File: config.mk
export PLATFORM = sky130hd
export DESIGN_NAME = vmc_div_pipe
export DESIGN_NICKNAME = d
export VERILOG_FILES = /design/src/rtl/vmc_pkg.sv /design/src/rtl/vmc_div_pipe.sv
export SDC_FILE = /design/constraint.sdc
export NUM_CORES = 2
export LEC_CHECK = 0
export ABC_CLOCK_PERIOD_IN_PS = 3600
export BUFFER_PORTS_ARGS = -buffer_cell sky130_fd_sc_hd__buf_2
export CAP_MARGIN = 20
export CORE_ASPECT_RATIO = 1.2
export CORE_MARGIN = 4
export CORE_UTILIZATION = 45
export CTS_CLUSTER_DIAMETER = 150
export DETAILED_ROUTE_END_ITERATION = 6
export HOLD_SLACK_MARGIN = 0.06
export PLACE_DENSITY = 0.67
export SETUP_SLACK_MARGIN = 0.3
export SLEW_MARGIN = 20
export SYNTH_ARGS = -nofsm -noshare
export SYNTH_HDL_FRONTEND = slang
export SYNTH_MEMORY_MAX_BITS = 65536
export SYNTH_SLANG_ARGS = --single-unit
export TNS_END_PERCENT = 100
File: constraint.sdc
create_clock -name clk_i -period 3.6 [get_ports clk_i]
set_input_delay 0.18 -clock clk_i [delete_from_list [all_inputs] [get_ports clk_i]]
set_output_delay 0.18 -clock clk_i [all_outputs]
set_load 0.01 [all_outputs]
File: src/rtl/vmc_pkg.sv
package vmc_pkg;

  // field widths
  localparam int CompW = 16;
  localparam int LimW  = 15;
  localparam int SqW   = 2 * CompW;
  localparam int NumW  = CompW + LimW;
  localparam int RemW  = CompW + 2;

  // register indexes
  typedef enum logic {
    RegVelocity = 1'b0,
    RegAccel    = 1'b1
  } vmc_reg_e;

  // input and result words
  typedef struct packed {
    logic                    command;
    logic signed [CompW-1:0] comp_x;
    logic signed [CompW-1:0] comp_y;
    logic signed [CompW-1:0] comp_z;
  } vmc_in_t;

  typedef struct packed {
    logic signed [CompW-1:0] out_x;
    logic signed [CompW-1:0] out_y;
    logic signed [CompW-1:0] out_z;
    logic                    was_clamped;
  } vmc_out_t;

  // per-item data that rides along the pipeline
  typedef struct packed {
    logic                       clamp;
    logic [2:0]                 neg;
    logic [2:0][CompW-1:0]      raw;
    logic [2:0][NumW-1:0]       num;
  } vmc_side_t;

  typedef struct packed {
    logic [RemW-1:0]  rem;
    logic [CompW-1:0] root;
  } vmc_sq_t;

  typedef struct packed {
    logic [CompW-1:0] rem;
    logic [CompW-1:0] dq;
  } vmc_dv_t;

  // one root digit: shift in two radicand bits, try (root << 2) | 1
  function automatic vmc_sq_t sqrt_step(vmc_sq_t s, logic [1:0] pair);
    logic [RemW-1:0] r2;
    logic [RemW-1:0] trial;
    vmc_sq_t         n;
    r2    = {s.rem[RemW-3:0], pair};
    trial = {s.root, 2'b01};
    if (r2 >= trial) begin
      n.rem  = r2 - trial;
      n.root = {s.root[CompW-2:0], 1'b1};
    end else begin
      n.rem  = r2;
      n.root = {s.root[CompW-2:0], 1'b0};
    end
    return n;
  endfunction

  // one quotient bit of restoring division; dividend bits shift out of dq
  function automatic vmc_dv_t div_step(vmc_dv_t s, logic [CompW-1:0] dvsr);
    logic [CompW:0]   r2;
    logic [CompW:0]   diff;
    vmc_dv_t          n;
    r2   = {s.rem, s.dq[CompW-1]};
    diff = r2 - {1'b0, dvsr};
    if (r2 >= {1'b0, dvsr}) begin
      n.rem = diff[CompW-1:0];
      n.dq  = {s.dq[CompW-2:0], 1'b1};
    end else begin
      n.rem = r2[CompW-1:0];
      n.dq  = {s.dq[CompW-2:0], 1'b0};
    end
    return n;
  endfunction

endpackage

File: src/rtl/vmc_div_pipe.sv
module vmc_div_pipe import vmc_pkg::*; (
  input  logic             clk_i,
  input  logic             rst_ni,
  input  logic             vld_i,
  input  logic [CompW-1:0] norm_i,
  input  vmc_side_t        side_i,
  output logic             vld_o,
  output vmc_out_t         out_o
);

  // three lanes, one quotient bit per stage
  logic      [CompW:1]  vld_q;
  vmc_dv_t [2:0]        st_q   [1:CompW];
  logic [CompW-1:0]     norm_q [1:CompW];
  vmc_side_t            side_q [1:CompW];

  vmc_dv_t [2:0]        st_c   [0:CompW-1];
  logic [CompW-1:0]     norm_c [0:CompW-1];
  vmc_side_t            side_c [0:CompW-1];

  logic                 vld_out_q;
  vmc_out_t             out_q;
  logic [2:0][CompW-1:0] res;

  always_comb begin
    for (int i = 0; i < 3; i++) begin
      st_c[0][i].rem = CompW'(side_i.num[i] >> CompW);
      st_c[0][i].dq  = side_i.num[i][CompW-1:0];
    end
    norm_c[0] = norm_i;
    side_c[0] = side_i;
    for (int s = 1; s < CompW; s++) begin
      st_c[s]   = st_q[s];
      norm_c[s] = norm_q[s];
      side_c[s] = side_q[s];
    end
  end

  always_ff @(posedge clk_i) begin
    for (int s = 0; s < CompW; s++) begin
      for (int i = 0; i < 3; i++) begin
        st_q[s+1][i] <= div_step(st_c[s][i], norm_c[s]);
      end
      norm_q[s+1] <= norm_c[s];
      side_q[s+1] <= side_c[s];
    end
  end

  // sign restore or pass-through
  always_comb begin
    for (int i = 0; i < 3; i++) begin
      if (side_q[CompW].clamp) begin
        res[i] = side_q[CompW].neg[i] ? (~st_q[CompW][i].dq + 1'b1) : st_q[CompW][i].dq;
      end else begin
        res[i] = side_q[CompW].raw[i];
      end
    end
  end

  always_ff @(posedge clk_i) begin
    out_q.out_x       <= res[2];
    out_q.out_y       <= res[1];
    out_q.out_z       <= res[0];
    out_q.was_clamped <= side_q[CompW].clamp;
  end

  always_ff @(posedge clk_i or negedge rst_ni) begin
    if (!rst_ni) begin
      vld_q     <= '0;
      vld_out_q <= 1'b0;
    end else begin
      vld_q     <= {vld_q[CompW-1:1], vld_i};
      vld_out_q <= vld_q[CompW];
    end
  end

  assign vld_o = vld_out_q;
  assign out_o = out_q;

endmodule

==> impl_metrics.env <==
export IMPL_synth_adder_area_share=0.111
export IMPL_drc_errors=0
export IMPL_dp_hpwl_um=194000
export IMPL_dp_slack_ps=196
export IMPL_cts_tree="built"
export IMPL_die_y_um=512
export IMPL_fin_ws_ps=311
export IMPL_maxSlewHeadroom=0.451
export IMPL_portBuffers=213
export IMPL_syn_instance_count=8590
export IMPL_grt_use_met3=0.0296
export IMPL_cp_end_kind="flop"
export IMPL_synth_main_ff_cell="dfxtp_1"
export IMPL_num_rows=184
export IMPL_path_max_fanout=7
export IMPL_antenna_found_initial=15
export IMPL_yosysTopAreaCell="dfxtp_1"
export IMPL_cp_slowest_cell="dlygate4sd3_1"
export IMPL_die_w_um=428
export IMPL_worst_slew_pin_slew_ps=802
export IMPL_max_freq_ghz=0.304
export IMPL_vdd_drop_max_mv=0.564
export IMPL_cts_htree_levels=4
export IMPL_clk_latency_ps=920
export IMPL_maxCapViolations=0
export IMPL_wire_per_inst_um=20.1
export IMPL_routed_wl_um=250000
export IMPL_coreArea_mm2=0.210
export IMPL_leakage_nw=49.6
export IMPL_critPathLaunchType="input pin"
export IMPL_synth_mux_area_frac=0.0569
export IMPL_synthSimpleGateAreaFrac=0.0855
export IMPL_required_ps=4420
export IMPL_grt_ovfl_total=0
export IMPL_critical_path_class="input pin to flop"
export IMPL_vias_per_cell=5.09
export IMPL_synth_xor_area_frac=0.0529
export IMPL_synth_compound_area_frac=0.118
export IMPL_status="completed"
export IMPL_rsz0062_at_grt="true"
export IMPL_drt_iter0_drc=2955
export IMPL_finalCriticalPeriod_ps=3290
export IMPL_fin_crit_sh=0.914
export IMPL_gp_congestion=0.959
export IMPL_grt_usage=0.223
export IMPL_io_pins=214
export IMPL_ant_nets=0
export IMPL_cts_sinks=2626
export IMPL_yosysWarnings=0
export IMPL_drv_slew=0
export IMPL_clockRootBuffer="clkbuf_16"
export IMPL_arrival_ps=4110
export IMPL_numCtsBuffers=239
export IMPL_nets=10400
export IMPL_netlist_area_mm2=0.0954
export IMPL_initial_core_util=0.454
export IMPL_dieArea_mm2=0.219
export IMPL_crit_top_cell="dlygate4sd3_1"
export IMPL_syn_avg_cell_area_um2=11.1
export IMPL_grt_util_met1=0.229
export IMPL_hold_violations=0
export IMPL_worstPathCellList="dlygate4sd3_1 -> buf_2 -> clkinvlp_4 -> ha_2 -> nor2b_1 -> o21ai_0 -> nand2b_1 -> a41oi_1 -> o31a_1 -> o21ai_1 -> a221oi_2 -> buf_4 -> nand2_1 -> dlygate4sd3_1 -> o21ai_0 -> dlygate4sd3_1"
export IMPL_synth_edf_count=0
export IMPL_fin_tns_setup_ps=0
export IMPL_crit_path_max_incr_delay_ps=550
export IMPL_synth_top_area_share=0.548
export IMPL_use_met2=0.414
export IMPL_top_usage_layer="met2"
export IMPL_final_setup_viol_count=0
export IMPL_drive_gt1_frac=0.138
export IMPL_synth_top_family_by_area="compound AO/OA/AOI/OAI gates"
export IMPL_firstDrtPassIters=6
export IMPL_min_path_type="input pin to flop"
export IMPL_path_clk_slew_ps=60
export IMPL_yosysUniqueCellTypes=86
export IMPL_vias=63218
export IMPL_grt_pass1_vias=65419
export IMPL_area_growth_pct=18.8
export IMPL_clock_path_buffers=3
export IMPL_grt_max_degree=47
export IMPL_seq_area_frac_synth=0.552
export IMPL_grt_pass1_wl_um=377000
export IMPL_cellPowerDensity_mw_per_mm2=989
export IMPL_synth_seq_cells=2626
export IMPL_synth_nets=9570
export IMPL_ys_top_cells_by_area="dfxtp_1 (55%), ha_1 (10%), mux2_2 (4.9%)"
export IMPL_async_reset_ff_frac=0.00647
export IMPL_skew_ps=107
-- final timing paths --
| path | cells after the start | slack, ps | startpoint | end |
|---|---|---|---|---|
| hold reg to reg | 0 | 250 | st_q[0][811] | st_q[0][908] |
| hold / removal | 2 | 100 | side_i[67] | st_q[0][166] |
| setup / recovery | 16 | 310 | norm_i[2] | st_q[0][158] |
| setup reg to reg | 12 | 370 | norm_q[0][163] | st_q[0][1084] |
| max in group asynchronous | 3 | 2620 | rst_ni | vld_q[3] |
| min in group asynchronous | 3 | 490 | rst_ni | vld_o |
-- layout make-up --
class                      count  area (um2)
timing repair buffer         698        5830
clock inverter               116        1690
tap                         2790        3490
antenna                       14        35.0
multi-input combinational   5364       40800
inverter                     491        1850
sequential                  2626       52700
fill                       17909       96900
clock buffer                 331        6950
-- power by group --
part | switching [W] | internal, W
registers | 0.00492 | 0.0367
logic | 0.0225 | 0.0212
clock network | 0.0113 | 0.0154
total | 0.0387 | 0.0733
-- what timing repair did --
action	4_1_cts	5_1_grt
gates cloned	1	3
gates resized for setup	18	65
setup buffers	4	3
endpoints found under the setup margin	100	330
hold endpoints to repair	181	0
hold buffers	345	0
pin swaps	6	12
-- state kept, by name, indices dropped and copies added (netlist names) --
register,count
st_q,1488
side_q,832
norm_q,240
out_o,49
vld_q,16
vld_o,1
-- logic make-up (layout without fill, tap and decap cells) --
group | count (synthesis) | count (layout)
flops | 2626 | 2626
compound gates | 1796 | 1797
simple gates | 1688 | 1688
fa+ha+maj | 816 | 816
buf+inv | 601 | 1636
xor+xnor | 576 | 576
mux | 487 | 487
other cells | 0 | 14
-- metal layers --
layer	share of wire	up-vias	wire length, um
li1	-	31569	-
met2	0.52	1396	129000
met1	0.37	29618	92600
met4	0.081	0	20200
met5	0	-	0
met3	0.033	635	8370
-- cells in the final DEF, fill, tap and decap left out, drive strengths merged, types with 185 or more instances in the layout --
cell type	instances
a21o	185
a21oi	566
buf	352
clkbuf	332
dfxtp	2609
dlygate4sd3	345
ha	771
inv	501
mux2	421
nand2	415
nor2	506
o21ai	469
xnor2	339
xor2	237
-- metrics by stage --
stage	instances	hold slack (ps)	cell area (um2)	util	total power [W]
2_1_floorplan	8590	-116	95400	-	0.0722
3_3_place_gp	11613	92.0	101000	0.479	0.0837
3_5_place_dp	11613	119	101000	0.479	0.0844
4_1_cts	12410	67.7	113000	0.537	0.112
5_1_grt	12424	97.1	113000	0.539	0.119
6_report	12430	95.6	113000	0.539	0.112
-- critical path: cells and delay by family --
family	cells	cell delay, ps
buffers and inverters	6	2160
AOI/OAI and AO/OA	6	1060
adders and majority gates	1	370
and+or+nand+nor	3	330
-- Yosys cell counts, types with 12 or more instances --
cell / n
dfxtp_1: 2609
ha_1: 771
a21oi_1: 564
nor2_1: 506
inv_1: 491
o21ai_0: 455
nand2_1: 415
mux2_2: 413
xnor2_1: 339
xor2_1: 237
a21o_1: 185
nor3_1: 119
nor2b_1: 114
nand3_1: 110
o21a_1: 109
nand2b_1: 101
nand4_1: 96
clkbuf_1: 78
mux2i_1: 66
a211oi_1: 52
a21boi_0: 50
a31oi_1: 47
fa_1: 45
or3_1: 45
o31ai_1: 37
o21bai_1: 34
or2_2: 34
o211ai_1: 31
nor4_1: 29
o31a_1: 27
a211o_1: 25
and3_1: 23
o41ai_1: 23
and2_1: 22
and4_1: 20
a41oi_1: 18
buf_2: 17
dfrtp_1: 17
o21ai_1: 14
o2111ai_1: 12
Power figures use the tool's default switching activity.
