===== src/rtl/vmc_pkg.sv =====
package vmc_pkg;

  // field widths
  localparam int CompW = 16;
  localparam int LimW  = 15;
  localparam int SqW   = 2 * CompW;
  localparam int NumW  = CompW + LimW;
  localparam int RemW  = CompW + 2;

  // register indexes
  typedef enum logic {
    RegVelocity = 1'b0,
    RegAccel    = 1'b1
  } vmc_reg_e;

  // input and result words
  typedef struct packed {
    logic                    command;
    logic signed [CompW-1:0] comp_x;
    logic signed [CompW-1:0] comp_y;
    logic signed [CompW-1:0] comp_z;
  } vmc_in_t;

  typedef struct packed {
    logic signed [CompW-1:0] out_x;
    logic signed [CompW-1:0] out_y;
    logic signed [CompW-1:0] out_z;
    logic                    was_clamped;
  } vmc_out_t;

  // per-item data that rides along the pipeline
  typedef struct packed {
    logic                       clamp;
    logic [2:0]                 neg;
    logic [2:0][CompW-1:0]      raw;
    logic [2:0][NumW-1:0]       num;
  } vmc_side_t;

  typedef struct packed {
    logic [RemW-1:0]  rem;
    logic [CompW-1:0] root;
  } vmc_sq_t;

  typedef struct packed {
    logic [CompW-1:0] rem;
    logic [CompW-1:0] dq;
  } vmc_dv_t;

  // one root digit: shift in two radicand bits, try (root << 2) | 1
  function automatic vmc_sq_t sqrt_step(vmc_sq_t s, logic [1:0] pair);
    logic [RemW-1:0] r2;
    logic [RemW-1:0] trial;
    vmc_sq_t         n;
    r2    = {s.rem[RemW-3:0], pair};
    trial = {s.root, 2'b01};
    if (r2 >= trial) begin
      n.rem  = r2 - trial;
      n.root = {s.root[CompW-2:0], 1'b1};
    end else begin
      n.rem  = r2;
      n.root = {s.root[CompW-2:0], 1'b0};
    end
    return n;
  endfunction

  // one quotient bit of restoring division; dividend bits shift out of dq
  function automatic vmc_dv_t div_step(vmc_dv_t s, logic [CompW-1:0] dvsr);
    logic [CompW:0]   r2;
    logic [CompW:0]   diff;
    vmc_dv_t          n;
    r2   = {s.rem, s.dq[CompW-1]};
    diff = r2 - {1'b0, dvsr};
    if (r2 >= {1'b0, dvsr}) begin
      n.rem = diff[CompW-1:0];
      n.dq  = {s.dq[CompW-2:0], 1'b1};
    end else begin
      n.rem = r2[CompW-1:0];
      n.dq  = {s.dq[CompW-2:0], 1'b0};
    end
    return n;
  endfunction

endpackage


===== src/rtl/vmc_front.sv =====
module vmc_front import vmc_pkg::*; (
  input  logic             clk_i,
  input  logic             rst_ni,
  input  logic             vld_i,
  input  vmc_in_t          in_i,
  input  logic [LimW-1:0]  lim_i,
  output logic             vld_o,
  output logic [SqW-1:0]   sq_o,
  output vmc_side_t        side_o
);

  logic [2:0][CompW-1:0] comp;
  logic [2:0][CompW-1:0] mag;
  logic [2:0]            neg;

  logic                  vld_a_q;
  logic [2:0][SqW-1:0]   sqp_q;
  logic [2*LimW-1:0]     limsq_q;
  vmc_side_t             side_a_q;
  logic                  vld_b_q;
  logic [SqW-1:0]        sq_q;
  vmc_side_t             side_b_d;
  vmc_side_t             side_b_q;
  logic [SqW-1:0]        sq_sum;

  // sign and magnitude of each component
  always_comb begin
    comp = {in_i.comp_x, in_i.comp_y, in_i.comp_z};
    for (int i = 0; i < 3; i++) begin
      neg[i] = comp[i][CompW-1];
      mag[i] = neg[i] ? (~comp[i] + 1'b1) : comp[i];
    end
  end

  // stage A: squares, scaled numerators, squared limit
  always_ff @(posedge clk_i) begin
    for (int i = 0; i < 3; i++) begin
      sqp_q[i]        <= SqW'(mag[i] * mag[i]);
      side_a_q.num[i] <= NumW'(mag[i] * lim_i);
    end
    limsq_q        <= (2*LimW)'(lim_i * lim_i);
    side_a_q.neg   <= neg;
    side_a_q.raw   <= comp;
    side_a_q.clamp <= 1'b0;
  end

  // stage B: squared norm and limit compare
  assign sq_sum = sqp_q[0] + sqp_q[1] + sqp_q[2];

  always_comb begin
    side_b_d       = side_a_q;
    side_b_d.clamp = sq_sum > SqW'(limsq_q);
  end

  always_ff @(posedge clk_i) begin
    sq_q     <= sq_sum;
    side_b_q <= side_b_d;
  end

  always_ff @(posedge clk_i or negedge rst_ni) begin
    if (!rst_ni) begin
      vld_a_q <= 1'b0;
      vld_b_q <= 1'b0;
    end else begin
      vld_a_q <= vld_i;
      vld_b_q <= vld_a_q;
    end
  end

  assign vld_o  = vld_b_q;
  assign sq_o   = sq_q;
  assign side_o = side_b_q;

endmodule


===== config.mk =====
export PLATFORM = sky130hd
export DESIGN_NAME = vmc_front
export DESIGN_NICKNAME = d
export VERILOG_FILES = /design/src/rtl/vmc_pkg.sv /design/src/rtl/vmc_front.sv
export SDC_FILE = /design/constraint.sdc
export NUM_CORES = 2
export LEC_CHECK = 0
export BUFFER_PORTS_ARGS = -buffer_cell sky130_fd_sc_hd__buf_2
export CORE_UTILIZATION = 25
export CTS_BUF_LIST = sky130_fd_sc_hd__clkbuf_16
export CTS_CLUSTER_DIAMETER = 80
export DETAILED_ROUTE_END_ITERATION = 7
export PLACE_DENSITY_LB_ADDON = 0.15
export SYNTH_ARGS = -nofsm -noshare
export SYNTH_HDL_FRONTEND = slang
export SYNTH_SLANG_ARGS = --single-unit

===== constraint.sdc =====
create_clock -name clk_i -period 10 [get_ports clk_i]
set_input_delay 0.5 -clock clk_i [delete_from_list [all_inputs] [get_ports clk_i]]
set_output_delay 0.5 -clock clk_i [all_outputs]
set_load 0.05 [all_outputs]

==> impl_metrics.tcl <==
set metrics [dict create \
    placement_rows 183 \
    clk_pin_slew_worst_paths_ns 0.06 \
    async_reset_ff_share_pct 0.459 \
    global_route_wire_length_before_repair_um 285000 \
    worstPathMaxFanout 14 \
    detailedPlacementHpwl_um 148000 \
    route.antenna.remaining_nets 0 \
    synth-seq-cells 436 \
    start_util_pct 25.1 \
    timing_max_transition_violations_final 0 \
    path_class "input port to flop" \
    gp_routability_congestion 0.796 \
    most_common_library_cell_in_the_layout_ignoring_fill_and_taps "sky130_fd_sc_hd__inv_1" \
    yosysUniqueCellTypes 77 \
    first_global_vias 48200 \
    place.port_buffers 243 \
    die_area_mm2 0.252 \
    route.detailed.drc 0 \
    cts_resized 0 \
    cts_tree "built" \
    max_slew.worst_pin.slew_ns 1.26 \
    post_cts_setup_bufs 0 \
    h-tree-depth 2 \
    root_buffer "sky130_fd_sc_hd__clkbuf_16" \
    fill_cell_total_of_the_finished_layout 26600 \
    tritoncts.num_buffers 57 \
    clk_latency_ns 0.73 \
    synthesis.area_mm2 0.0625 \
    synth-edff-count 0 \
    final_count_of_negative_setup_slack_endpoints 0 \
    drt_pre_antenna_iters 5 \
    final_core_utilization_pct 28.5 \
    wl_um 180000 \
    tritoncts_num_sinks 436 \
    drt_iter0_markers 2150 \
    layout_common_cells "1,503 x sky130_fd_sc_hd__inv_1, 1,198 x sky130_fd_sc_hd__fa_1, 723 x sky130_fd_sc_hd__ha_1" \
    worst-endpoint-required_ns 10.56 \
    preCtsSetupSlack_ns 0.541 \
    netlist_instances 6636 \
    synth.yosys.seq_area_share_pct 14.0 \
    max-cap-violations 0 \
    timing.max_slew.rel_slack_pct 15.7 \
    clock_skew_ns 0.0377 \
    floorplan.die.width_um 502 \
    num_vias 43900 \
    overflow 0 \
    critPathCaptureType "flop" \
    dominantRegCellSynth "sky130_fd_sc_hd__dfxtp_1" \
    die_h_um 502 \
    status "finished, final reports clean" \
    wl_per_cell_um 17.5 \
    startpoint_kind_of_the_worst_setup_timing_path "input port" \
    globalRouteTotalUtil_pct 14.8 \
    count_of_hold_fix_buffers_inserted_at_cts 45 \
    pin_count 245 \
    ctsLongestPathBuffers 3 \
    rsz0062_at_grt "no" \
    share_of_cells_above_drive_strength_1_pct 7.43 \
    hold_ws_ns 0.0909 \
    period_minus_slack_ns 9.17 \
    report.final.hold_viol_count 0 \
    grt_antenna_before_repair 22 \
    final.setup.worst_slack_ns 0.834 \
    core_area_mm2 0.248 \
    post_drt_via_cell_ratio 4.26 \
    worstPathArrival_ns 9.72 \
    grt_max_degree 65 \
    layout_worst_path_cycle_share_pct 91.7 \
    timing.hold.worst.class "input port to flop" \
    syn_area_per_cell_um2 9.41 \
    numnets_final 8895 \
    syn_to_final_growth_pct 13.4 \
    fmax_ghz 0.109 \
    fin_tns_setup_ns 0 \
    count_of_warnings_emitted_by_yosys 0 \
]
cells by family after synthesis:
| group | synth area share (%) |
|---|---|
| AO/OA/AOI/OAI | 6.72 |
| XOR/XNOR | 4.01 |
| adder cells (fa/ha/maj) | 52.9 |
| buffers and inverters | 10.5 |
| flip-flops | 14.0 |
| multiplexers | 0.0180 |
| other | 0.0120 |
| AND/OR/NAND/NOR | 11.9 |
state kept, by name, summed over array words and instances (netlist names):
name,cells
side_a_q,141
sq_o,32
limsq_q,29
vld_a_q,1
side_o,142
sqp_q,90
vld_o,1
cell type report:
class	instances	area, µm²	share of cell area (%)
clock buffer	57	1430	2.01
antenna	8	20.0	0.0283
inverter	1506	5650	7.98
sequential	436	8740	12.3
multi-input combinational	4494	47500	67.0
timing repair buffer	412	2650	3.74
tap	3330	4170	5.88
clock inverter	50	683	0.965
cells in the mapped netlist, types with 7 or more instances:
cell type / instances / area [µm²]
sky130_fd_sc_hd__fa_1: 1198 / 24000
sky130_fd_sc_hd__a211o_1: 7 / 61.3
sky130_fd_sc_hd__ha_1: 723 / 9050
sky130_fd_sc_hd__a21oi_1: 186 / 931
sky130_fd_sc_hd__o21a_1: 29 / 218
sky130_fd_sc_hd__xor2_1: 89 / 780
sky130_fd_sc_hd__nor4_1: 8 / 50.1
sky130_fd_sc_hd__nand2b_1: 27 / 169
sky130_fd_sc_hd__a211oi_1: 21 / 158
sky130_fd_sc_hd__o41ai_1: 9 / 78.8
sky130_fd_sc_hd__nand4_1: 21 / 131
sky130_fd_sc_hd__nand2_1: 697 / 2620
sky130_fd_sc_hd__inv_1: 1501 / 5630
sky130_fd_sc_hd__or3_1: 10 / 62.6
sky130_fd_sc_hd__dfxtp_1: 434 / 8690
sky130_fd_sc_hd__a31oi_1: 26 / 163
sky130_fd_sc_hd__clkbuf_1: 220 / 826
sky130_fd_sc_hd__and3_1: 25 / 156
sky130_fd_sc_hd__o21bai_1: 29 / 218
sky130_fd_sc_hd__nor2_1: 349 / 1310
sky130_fd_sc_hd__nand3_1: 53 / 265
sky130_fd_sc_hd__nor3_1: 28 / 140
sky130_fd_sc_hd__o31ai_1: 23 / 173
sky130_fd_sc_hd__or4_1: 8 / 60.1
sky130_fd_sc_hd__xnor2_1: 190 / 1660
sky130_fd_sc_hd__o211ai_1: 18 / 135
sky130_fd_sc_hd__a21o_1: 131 / 983
sky130_fd_sc_hd__and2_1: 319 / 2000
sky130_fd_sc_hd__buf_1: 7 / 26.3
sky130_fd_sc_hd__o21ai_0: 105 / 526
sky130_fd_sc_hd__nor2b_1: 34 / 213
worst paths after layout:
path	slack, ns	cells after the start	from	to
setup / recovery	0.83	27	in_i[4]	sqp_q[31]$_DFF_P_
hold / removal	0.09	1	in_i[47]	side_a_q[143]$_DFF_P_
setup reg to reg	3.91	17	sqp_q[68]$_DFF_P_	side_o[144]$_DFF_P_
hold reg to reg	0.30	0	side_a_q[131]$_DFF_P_	side_o[131]$_DFF_P_
max in group asynchronous	9.79	2	rst_ni	vld_a_q$_DFF_PN0_
min in group asynchronous	0.11	2	rst_ni	vld_o$_DFF_PN0_
stage by stage:
step	std cells	instance area [µm²]
final	10300	70800
after detailed placement	10100	68200
after floorplan	6670	62600
after global placement	10100	68200
after global routing	10300	70800
after CTS	10300	70800
critical path, cell delays in order:
cell                            delay [ns]
sky130_fd_sc_hd__dlygate4sd3_1        0.53
sky130_fd_sc_hd__buf_2                0.17
sky130_fd_sc_hd__or4_4                0.54
sky130_fd_sc_hd__or4_1                0.55
sky130_fd_sc_hd__o31a_1               0.30
sky130_fd_sc_hd__xnor2_2              0.13
sky130_fd_sc_hd__buf_4                0.20
sky130_fd_sc_hd__inv_1                0.51
sky130_fd_sc_hd__nand2_1              0.15
sky130_fd_sc_hd__fa_1                 0.52
sky130_fd_sc_hd__fa_1                 0.55
sky130_fd_sc_hd__inv_1                0.05
sky130_fd_sc_hd__fa_1                 0.48
sky130_fd_sc_hd__fa_1                 0.50
sky130_fd_sc_hd__fa_1                 0.49
sky130_fd_sc_hd__inv_1                0.05
sky130_fd_sc_hd__fa_1                 0.47
sky130_fd_sc_hd__inv_1                0.04
sky130_fd_sc_hd__ha_1                 0.37
sky130_fd_sc_hd__nand2_1              0.14
sky130_fd_sc_hd__a2bb2oi_1            0.18
sky130_fd_sc_hd__o31a_1               0.20
sky130_fd_sc_hd__nor3_1               0.06
sky130_fd_sc_hd__a2111oi_0            0.77
sky130_fd_sc_hd__o21ai_0              0.48
sky130_fd_sc_hd__a311oi_1             0.60
sky130_fd_sc_hd__o211ai_1             0.17
per-layer routing:
metal | track usage (%) | part of all wire, %
met5 | 0 | 0.0072
met4 | 3.28 | 2.3
met3 | 1.81 | 4.5
met2 | 24.4 | 46
met1 | 20.5 | 47
Power is not shown: default switching activity piles up to over one toggle a cycle in this logic, so the estimate is an artifact.
